==> src/hw/rtl/siec_pkg.sv <==
// ----------------------------------------------------------------------------
// siec_pkg: shared types and constants of the sorted interval event counter
// Store sizes, operation and status codes, controller states and the
// command and status bundles between controller and datapath.
// ----------------------------------------------------------------------------
package siec_pkg;

  localparam int TIME_W    = 32;
  localparam int PT_DEPTH  = 1024;
  localparam int PT_AW     = $clog2(PT_DEPTH);
  localparam int PT_CW     = $clog2(PT_DEPTH + 1);
  localparam int IV_DEPTH  = 64;
  localparam int IV_AW     = $clog2(IV_DEPTH);
  localparam int IV_CW     = $clog2(IV_DEPTH + 1);
  localparam int OP_W      = 2;
  localparam int STATUS_W  = 2;
  localparam int IDX_W     = 6;
  localparam int CNT_W     = 11;

  localparam logic [OP_W-1:0] OP_LOAD_POINT    = 2'd0;
  localparam logic [OP_W-1:0] OP_LOAD_INTERVAL = 2'd1;
  localparam logic [OP_W-1:0] OP_RUN           = 2'd2;

  localparam logic [STATUS_W-1:0] ST_OK       = 2'd0;
  localparam logic [STATUS_W-1:0] ST_BAD_IV   = 2'd1;
  localparam logic [STATUS_W-1:0] ST_OVERFLOW = 2'd2;

  typedef enum logic [1:0] {
    S_IDLE,
    S_SKIP,
    S_COUNT,
    S_OUT
  } state_t;

  typedef struct packed {
    logic load;       // apply a load operation from the input beat
    logic err_res;    // build the single error result
    logic clear;      // empty both stores and the error status
    logic run_start;  // first interval, pointers at zero
    logic skip_step;  // advance the scan pointer past an early point
    logic skip_done;  // remember the base and start counting
    logic cnt_step;   // count one point and advance
    logic res_load;   // capture the count of the current interval
    logic next_iv;    // move on to the next interval from the base
  } cmd_t;

  typedef struct packed {
    logic err_pending;
    logic iv_empty;
    logic skip_go;
    logic cnt_go;
    logic res_last;
  } stat_t;

endpackage

==> src/hw/rtl/siec_ctrl.sv <==
// ----------------------------------------------------------------------------
// siec_ctrl: sequencer of the sorted interval event counter
// Accepts load and run beats, walks the two-pointer scan step by step and
// hands each count to the result channel.
// ----------------------------------------------------------------------------
module siec_ctrl (
  input  logic                          clk,
  input  logic                          rst_n,
  input  logic                          in_valid,
  input  logic [siec_pkg::OP_W-1:0]     in_operation,
  input  logic                          out_ready,
  input  siec_pkg::stat_t               stat,
  output logic                          in_ready,
  output logic                          out_valid,
  output siec_pkg::cmd_t                cmd
);

  siec_pkg::state_t state_r, state_nxt;

  always_ff @(posedge clk) begin
    if (!rst_n) begin
      state_r <= siec_pkg::S_IDLE;
    end else begin
      state_r <= state_nxt;
    end
  end

  always_comb begin
    state_nxt = state_r;
    case (state_r)
      siec_pkg::S_IDLE: begin
        if (in_valid && in_operation == siec_pkg::OP_RUN) begin
          if (stat.err_pending) begin
            state_nxt = siec_pkg::S_OUT;
          end else if (!stat.iv_empty) begin
            state_nxt = siec_pkg::S_SKIP;
          end
        end
      end
      siec_pkg::S_SKIP: begin
        if (!stat.skip_go) begin
          state_nxt = siec_pkg::S_COUNT;
        end
      end
      siec_pkg::S_COUNT: begin
        if (!stat.cnt_go) begin
          state_nxt = siec_pkg::S_OUT;
        end
      end
      siec_pkg::S_OUT: begin
        if (out_ready) begin
          state_nxt = stat.res_last ? siec_pkg::S_IDLE : siec_pkg::S_SKIP;
        end
      end
      default: state_nxt = siec_pkg::S_IDLE;
    endcase
  end

  always_comb begin
    cmd       = '0;
    in_ready  = 1'b0;
    out_valid = 1'b0;
    case (state_r)
      siec_pkg::S_IDLE: begin
        in_ready = 1'b1;
        if (in_valid) begin
          if (in_operation == siec_pkg::OP_RUN) begin
            if (stat.err_pending) begin
              cmd.err_res = 1'b1;
            end else if (stat.iv_empty) begin
              cmd.clear = 1'b1;
            end else begin
              cmd.run_start = 1'b1;
            end
          end else begin
            cmd.load = 1'b1;
          end
        end
      end
      siec_pkg::S_SKIP: begin
        if (stat.skip_go) begin
          cmd.skip_step = 1'b1;
        end else begin
          cmd.skip_done = 1'b1;
        end
      end
      siec_pkg::S_COUNT: begin
        if (stat.cnt_go) begin
          cmd.cnt_step = 1'b1;
        end else begin
          cmd.res_load = 1'b1;
        end
      end
      siec_pkg::S_OUT: begin
        out_valid = 1'b1;
        if (out_ready) begin
          if (stat.res_last) begin
            cmd.clear = 1'b1;
          end else begin
            cmd.next_iv = 1'b1;
          end
        end
      end
      default: begin
        cmd = '0;
      end
    endcase
  end

endmodule

==> config.mk <==
export PLATFORM = sky130hd
export DESIGN_NAME = siec_ctrl
export DESIGN_NICKNAME = d
export VERILOG_FILES = /design/src/hw/rtl/siec_pkg.sv /design/src/hw/rtl/siec_ctrl.sv
export SDC_FILE = /design/constraint.sdc
export NUM_CORES = 1
export LEC_CHECK = 0
export CORE_AREA = 2 2 39 41
export DETAILED_ROUTE_END_ITERATION = 16
export DIE_AREA = 0 0 41 43
export DONT_BUFFER_PORTS = 1
export GPL_TIMING_DRIVEN = 0
export PLACE_DENSITY = 0.37
export SYNTH_ARGS = -nofsm -noshare
export SYNTH_HDL_FRONTEND = slang
export SYNTH_SLANG_ARGS = --single-unit
==> constraint.sdc <==
create_clock -name clk -period 1.7 [get_ports clk]
set_clock_uncertainty 0.15 [all_clocks]
set_input_delay 0.085 -clock clk [delete_from_list [all_inputs] [get_ports clk]]
set_output_delay 0.085 -clock clk [all_outputs]
set_load 0.05 [all_outputs]
==> results of run 1 <==
## layer usage
layer  part of all wire, %  vias up  track usage (%)
li1                      -      157                -
met1                    37      144             10.8
met2                    52       21             16.3
met3                    10        0             2.62
met4                     0        0             4.00
met5                     0        -                0
## stage by stage
| stage | TNS, ps | power [mW] |
|---|---|---|
| 3_3_place_gp | -724 | 0.842 |
| 4_1_cts | -813 | 1.08 |
| 3_5_place_dp | -813 | 0.856 |
| 5_1_grt | -1070 | 1.26 |
| 6_report | -638 | 1.17 |
| 2_1_floorplan | -123 | 0.778 |
## synthesized netlist by cell type, drive strengths merged
cell,number
nand2b,1
dfxtp,2
ha,5
and3,1
a311oi,1
nand3b,1
inv,5
nand2,2
a211oi,1
o31ai,1
a32oi,1
nor2b,4
nor2,2
mux2i,1
and2,2
a21oi,3
nor4,1
and2b,1
nor3,3
## cells by family after synthesis
family | share of synthesized area (%)
and+or+nand+nor | 38.2
AOI/OAI and AO/OA | 19.7
buffers and inverters | 6.02
adders and majority gates | 20.1
DFF | 12.9
muxes | 3.21
## worst min-delay path by stage
stage	cells after the start	slack (ps)	end	startpoint
2_1_floorplan	2	70	state_r[1]	rst_n
5_1_grt	2	40	state_r[1]	stat[4]
4_1_cts	2	5	state_r[1]	stat[4]
6_report	2	-4	state_r[1]	stat[4]
3_5_place_dp	1	90	cmd[5]	stat[3]
3_3_place_gp	2	80	state_r[1]	rst_n
## layout make-up
class                      count  area, µm²
fill                         149        831
multi-input combinational     31        369
timing repair buffer           8       70.1
sequential                     2       47.5
inverter                       5       23.8
clock buffer                   3       22.5
tap                           16       20.0
## timing repair
item | in CTS | in global routing
hold endpoints to repair | 2 | 0
pin swaps | 5 | 6
setup buffers | 3 | 4
endpoints found under the setup margin | 9 | 8
hold buffers | 1 | 0
gates resized for setup | 14 | 6
## power breakdown
part / switching [mW] / internal (mW)
sequential: 0.0407 / 0.0899
clock: 0.0222 / 0.0775
combinational: 0.542 / 0.403
==> metrics.txt, run 1 <==
row cnt=14; final design instance area without fill=553 µm²; LEAKAGE=0.232 nW; CP Class=flip-flop to primary output; Crit path depth=4; Fmax=534 MHz; Layout Cells excl Fill=65; Hold WS=-3.75 ps; # DRC=0; RSZ-0062 raised after global routing=true; Tcrit/Tclk final=110%; area share of the largest cell type after synthesis=20.1%; worst reg2reg endpoint=state_r[0]; Area contributors post-synth=ha_1, dfxtp_1, nor2b_1; CP cell instances=inv_4 -> ha_4 -> nand2_4 -> nor4_4; worst setup path end=cmd[5]; syn nets=54; flops & latches, synth=2; CTS max path bufs=2; Final Hold Viols=1; final setup violation count=6; first-pass GRT wire length=1.21 mm; R2R Setup Slk=-100 ps; Port Buffer Count=0; commonest non-fill, non-tap cell in the layout=buf_4; vias post-DR=322; crit end category=primary output; CP max FO=5; Layout area overhead=77.5%; Max Cap Violations=0; failing checks=negative hold slack, negative setup slack; CTS H-tree lvls=1; DRT antenna net count=0; largest net degree at the start of global routing=6; Initial Util=22.5%; Iter 0 DRT Violations=8; register area share after synthesis=12.9%; area leader, netlist=ha_1; Cells after Synth=38; clk root buf=clkbuf_4; chip width=41 µm; actual slew at the worst max-slew pin=725 ps; Top Ports=22; Crit path max-delay family=simple AND/OR/NAND/NOR gates; GR Overflow Total=0; Total Die Area=1760 µm²; CP arrival=1640 ps; CTS Buf Count=3; CTS tree=built; die height=43 µm; WL/cell=11.9 µm; HP Class=input pin to flip-flop; clk_lat worst skew=220 ps; Slew Viols, Final=0; Req. time, crit path=1460 ps; WP buf/inv=1; Core Util, Final=40.0%; share of cells above drive strength 1=63.3%; CP startpoint kind=flip-flop; diode count=0; crit path from=state_r[1]; post-route worst setup slack=-172 ps; GRT Util Overall=9.71%; biggest regs=state_r: 2 flops; Crit-path slowest cell=nor4_4; DRT Pass-1 Iters=4; Max-slew headroom=51.3%; nets=67; final wirelength=775 µm; Area after DPL=390 µm²; Syn. warnings=0; clk sinks=2; number of global-route vias before repair=307; Biggest register=state_r; GPL Wtd Cong=0.592; Cell Count Post-Placement=54; clock-pin slew on the worst setup and hold paths=30 ps; worst slack, placed=-214 ps; worst r2r path cells=8; reg2reg start=state_r[0]; max reg flops=2; Syn Area/Cell=8.20 µm²; outcome=finished, violations left; power per cell area=2120 nW/µm²; area of the core=1380 µm²; crit path time final=1870 ps; max incr delay on CP=630 ps; library cells used by synthesis=20; Worst VDD drop=0.000981 V; initial antenna violation count=0; mapped cell area=312 µm²; routed vias/inst=4.95; detailed-placement wirelength estimate=632 µm
Note: power is estimated with default switching activity, not from simulation.
==> inputs of run 2 (changes only) <==
- MAX_ROUTING_LAYER: unset -> met4
==> metrics.txt, run 2 (same netlist as run 1, synthesis figures left out) <==
hold path depth=2; share of cells above drive strength 1=63.3%; worst slack, placed=-214 ps; CTS Buf Count=3; failing checks=negative hold slack, negative setup slack; Max-slew headroom=51.3%; GRT Util Overall=9.95%; final setup violation count=6; vias post-DR=322; Worst Hold End=state_r[1]; biggest regs=state_r: 2 flops; Core Util, Final=40.0%; Cell Count Post-Placement=54; HP Class=input pin to flip-flop; WL/cell=11.9 µm; area of the core=1380 µm²; CTS max path bufs=2; # DRC=0; Worst VDD drop=0.000979 V; Top Ports=22; Final Hold Viols=1; Initial Util=22.5%; outcome=finished, violations left; nets=67; GPL Wtd Cong=0.595; fillers=149; CP arrival=1640 ps; number of global-route vias before repair=308; die height=43 µm; diode count=0; reg2reg start=state_r[0]; CTS H-tree lvls=1; initial antenna violation count=0; LEAKAGE=0.232 nW; Biggest register=state_r; first-pass GRT wire length=1.21 mm; max reg flops=2; worst r2r path cells=8; Req. time, crit path=1460 ps; Layout Cells excl Fill=65; R2R Setup Slk=-100 ps; Tot Pwr=1.17 mW; clock-pin slew on the worst setup and hold paths=30 ps; GR Overflow Total=0; DRT Pass-1 Iters=4; row cnt=14; worst reg2reg endpoint=state_r[0]; Port Buffer Count=0; CP startpoint kind=flip-flop; CP Class=flip-flop to primary output; Max Cap Violations=0; Layout area overhead=77.5%; Tcrit/Tclk final=110%; hold path start=stat[4]; RSZ-0062 raised after global routing=true; Hold WS=-3.75 ps; largest net degree at the start of global routing=6; clk root buf=clkbuf_4; clk sinks=2; CP max FO=5; FF/Latch Area=47.5 µm²; commonest non-fill, non-tap cell in the layout=buf_4; crit path time final=1870 ps; Setup TNS=-634 ps; Total Die Area=1760 µm²; Iter 0 DRT Violations=8; detailed-placement wirelength estimate=632 µm; DRT antenna net count=0; multi-input logic area=369 µm²; final wirelength=774 µm; Fmax=534 MHz; power per cell area=2120 nW/µm²; chip width=41 µm; crit end category=primary output; routed vias/inst=4.95; actual slew at the worst max-slew pin=725 ps; CTS tree=built; post-route worst setup slack=-171 ps; clk_lat worst skew=220 ps; Slew Viols, Final=0
run 2: worst max-delay path by stage:
stage,to,cells after the start,start
floorplan,state_r[0],5,state_r[0]
global route,cmd[5],4,state_r[1]
global placement,state_r[0],5,state_r[0]
detailed placement,state_r[1],5,state_r[0]
finish,cmd[5],4,state_r[1]
CTS,cmd[5],4,state_r[0]
run 2: power by group:
part,switching [mW],total [mW],internal [mW]
clock,0.0222,0.0996,0.0775
combinational,0.541,0.944,0.403
sequential,0.0407,0.131,0.0899
run 2: layout make-up:
type | count | share of cell area (%)
Tap cell | 16 | 3.62
Clock buffer | 3 | 4.07
Timing Repair Buffer | 8 | 12.7
Sequential cell | 2 | 8.60
Multi-Input combinational cell | 31 | 66.7
Inverter | 5 | 4.30
run 2: routing by layer:
| metal | vias to the layer above | routed length [µm] | track usage, % |
|---|---|---|---|
| met2 | 21 | 405 | 16.3 |
| li1 | 157 | - | - |
| met3 | 0 | 80 | 3.14 |
| met4 | 0 | 0 | 4.00 |
| met5 | - | 0 | - |
| met1 | 144 | 288 | 10.5 |
run 2: metrics by stage:
step                hold WS, ps  area, µm²
floorplan                  70.4        370
global placement           84.3        390
detailed placement         88.1        390
CTS                        4.88        485
global route               44.2        553
finish                    -3.75        553
run 2: worst max-delay path: stages, from the launching register on:
cell     delay, ps
dfxtp_4        350
inv_4           70
ha_4           260
nand2_4        100
nor4_4         630
run 2: timing repair:
| item | 4_1_cts | 5_1_grt |
|---|---|---|
| setup buffers | 3 | 4 |
| gates cloned | 0 | 0 |
| hold buffers | 1 | 0 |
| gates resized for setup | 14 | 6 |
| endpoints found under the setup margin | 9 | 8 |
| hold endpoints to repair | 2 | 0 |
| pin swaps | 5 | 6 |
==> inputs of run 3 (changes only) <==
- CORE_AREA: 2 2 39 41 -> 4 4 41 43
- DIE_AREA: 0 0 41 43 -> 0 0 45 47
- SKIP_LAST_GASP: unset -> 1
==> metrics.txt, run 3 (same netlist as run 1, synthesis figures left out) <==
outcome=finished, violations left; failing checks=negative setup slack; CP max FO=4; Internal=0.671 mW; RSZ-0062 raised after global routing=true; post-route worst setup slack=-199 ps; final setup violation count=6; Initial Util=23.9%; Tcrit/Tclk final=112%; HP Class=input pin to flip-flop; clk root buf=clkbuf_4; Biggest register=state_r; actual slew at the worst max-slew pin=732 ps; initial antenna violation count=0; routed vias/inst=4.83; Fmax=526 MHz; max reg flops=2; GR Layer Usage met3=6.13%; CP cell instances=inv_4 -> ha_4 -> nand2_4 -> nor4_4; diode count=0; WL/cell=14.5 µm; commonest non-fill, non-tap cell in the layout=buf_4; Setup TNS=-644 ps; clock share of power=7.9%; CTS tree=built; Crit-path slowest cell=nor4_4; GRT met2 Usage=19.8%; # DRC=0; CTS max path bufs=2; vias post-DR=343; WP buf/inv=1; Port Buffer Count=0; Sw Share=50.3%; chip width=45 µm; CTS H-tree lvls=1; Hold WS=60.1 ps; max incr delay on CP=640 ps; number of global-route vias before repair=378; nets=74; Worst VDD drop=0.00116 V; Iter 0 DRT Violations=2; CP arrival=1660 ps; share of cells above drive strength 1=69.6%; LEAKAGE=0.255 nW; row cnt=13; crit end category=primary output; clk sinks=2; DRT Pass-1 Iters=3; Total Die Area=2120 µm²; CP Class=flip-flop to primary output; largest net degree at the start of global routing=6; GRT Util Overall=11.0%; Max Cap Violations=0; first-pass GRT wire length=1.60 mm; Layout area overhead=93.6%; Req. time, crit path=1460 ps; power per cell area=2240 nW/µm²; biggest regs=state_r: 2 flops; Crit path max-delay family=simple AND/OR/NAND/NOR gates; Reg power frac=9.4%; final wirelength=1.03 mm; detailed-placement wirelength estimate=663 µm; CTS Buf Count=3; die height=47 µm; M1 GR Usage=9.73%; GRT busiest layer=met2; commonest cells after routing, fill and taps aside=buf_4, inv_1, clkbuf_4, buf_6; DRT antenna net count=0; combinational share of power=82.7%; GR Overflow Total=0; GPL Wtd Cong=0.633; R2R Setup Slk=-90 ps; clock-pin slew on the worst setup and hold paths=30 ps; Max-slew headroom=50.9%; Top Ports=22; clk_lat worst skew=230 ps; crit path time final=1900 ps; P_sw=0.680 mW; Slew Viols, Final=0; Final Hold Viols=0; area of the core=1300 µm²; CP startpoint kind=flip-flop
## run 3: per-stage QoR
step | instance area [µm²] | power [mW] | setup WS, ps | cells | util (%)
2_1_floorplan | 370 | 0.778 | -45.2 | 38 | -
3_3_place_gp | 389 | 0.843 | -192 | 53 | 29.9
3_5_place_dp | 389 | 0.854 | -216 | 53 | 29.9
4_1_cts | 579 | 1.28 | -222 | 69 | 44.5
5_1_grt | 603 | 1.44 | -262 | 71 | 46.3
6_report | 603 | 1.35 | -199 | 71 | 46.3
## run 3: tightest hold or removal path: cells and delay by family
family | cells | cell delay, ps
compound gates | 1 | 70
simple gates | 2 | 240
## run 3: area by class of cell
cell class	count	area, µm²
multi-input combinational	31	362
sequential	2	47.5
fill	142	698
clock buffer	3	22.5
timing repair buffer	15	129
inverter	5	23.8
tap	15	18.8
## run 3: final timing paths
path / depth (start not counted) / end / from
hold reg to reg: 3 / state_r[0] / state_r[0]
hold / removal: 3 / state_r[0] / stat[0]
setup reg to reg: 7 / state_r[1] / state_r[1]
setup / recovery: 4 / cmd[5] / state_r[0]
## run 3: per-layer routing
layer  part of all wire (%)  up-vias
li1                       -      168
met4                    1.5        0
met1                     35      155
met2                     52       18
met3                     11        2
met5                      0        -
## run 3: timing repair
action,CTS,global route
buffers inserted,11,2
hold buffers,2,0
hold endpoints to repair,2,0
pin swaps,7,2
gates resized for setup,19,2
setup endpoints to repair,9,6
## run 3: power groups by stage
stage,logic [mW],registers [mW],clock network (mW)
after detailed placement,0.743,0.111,0
final,1.12,0.126,0.107
after global routing,1.19,0.129,0.123
after floorplan,0.676,0.101,0
after global placement,0.731,0.112,0
after CTS,1.04,0.123,0.116
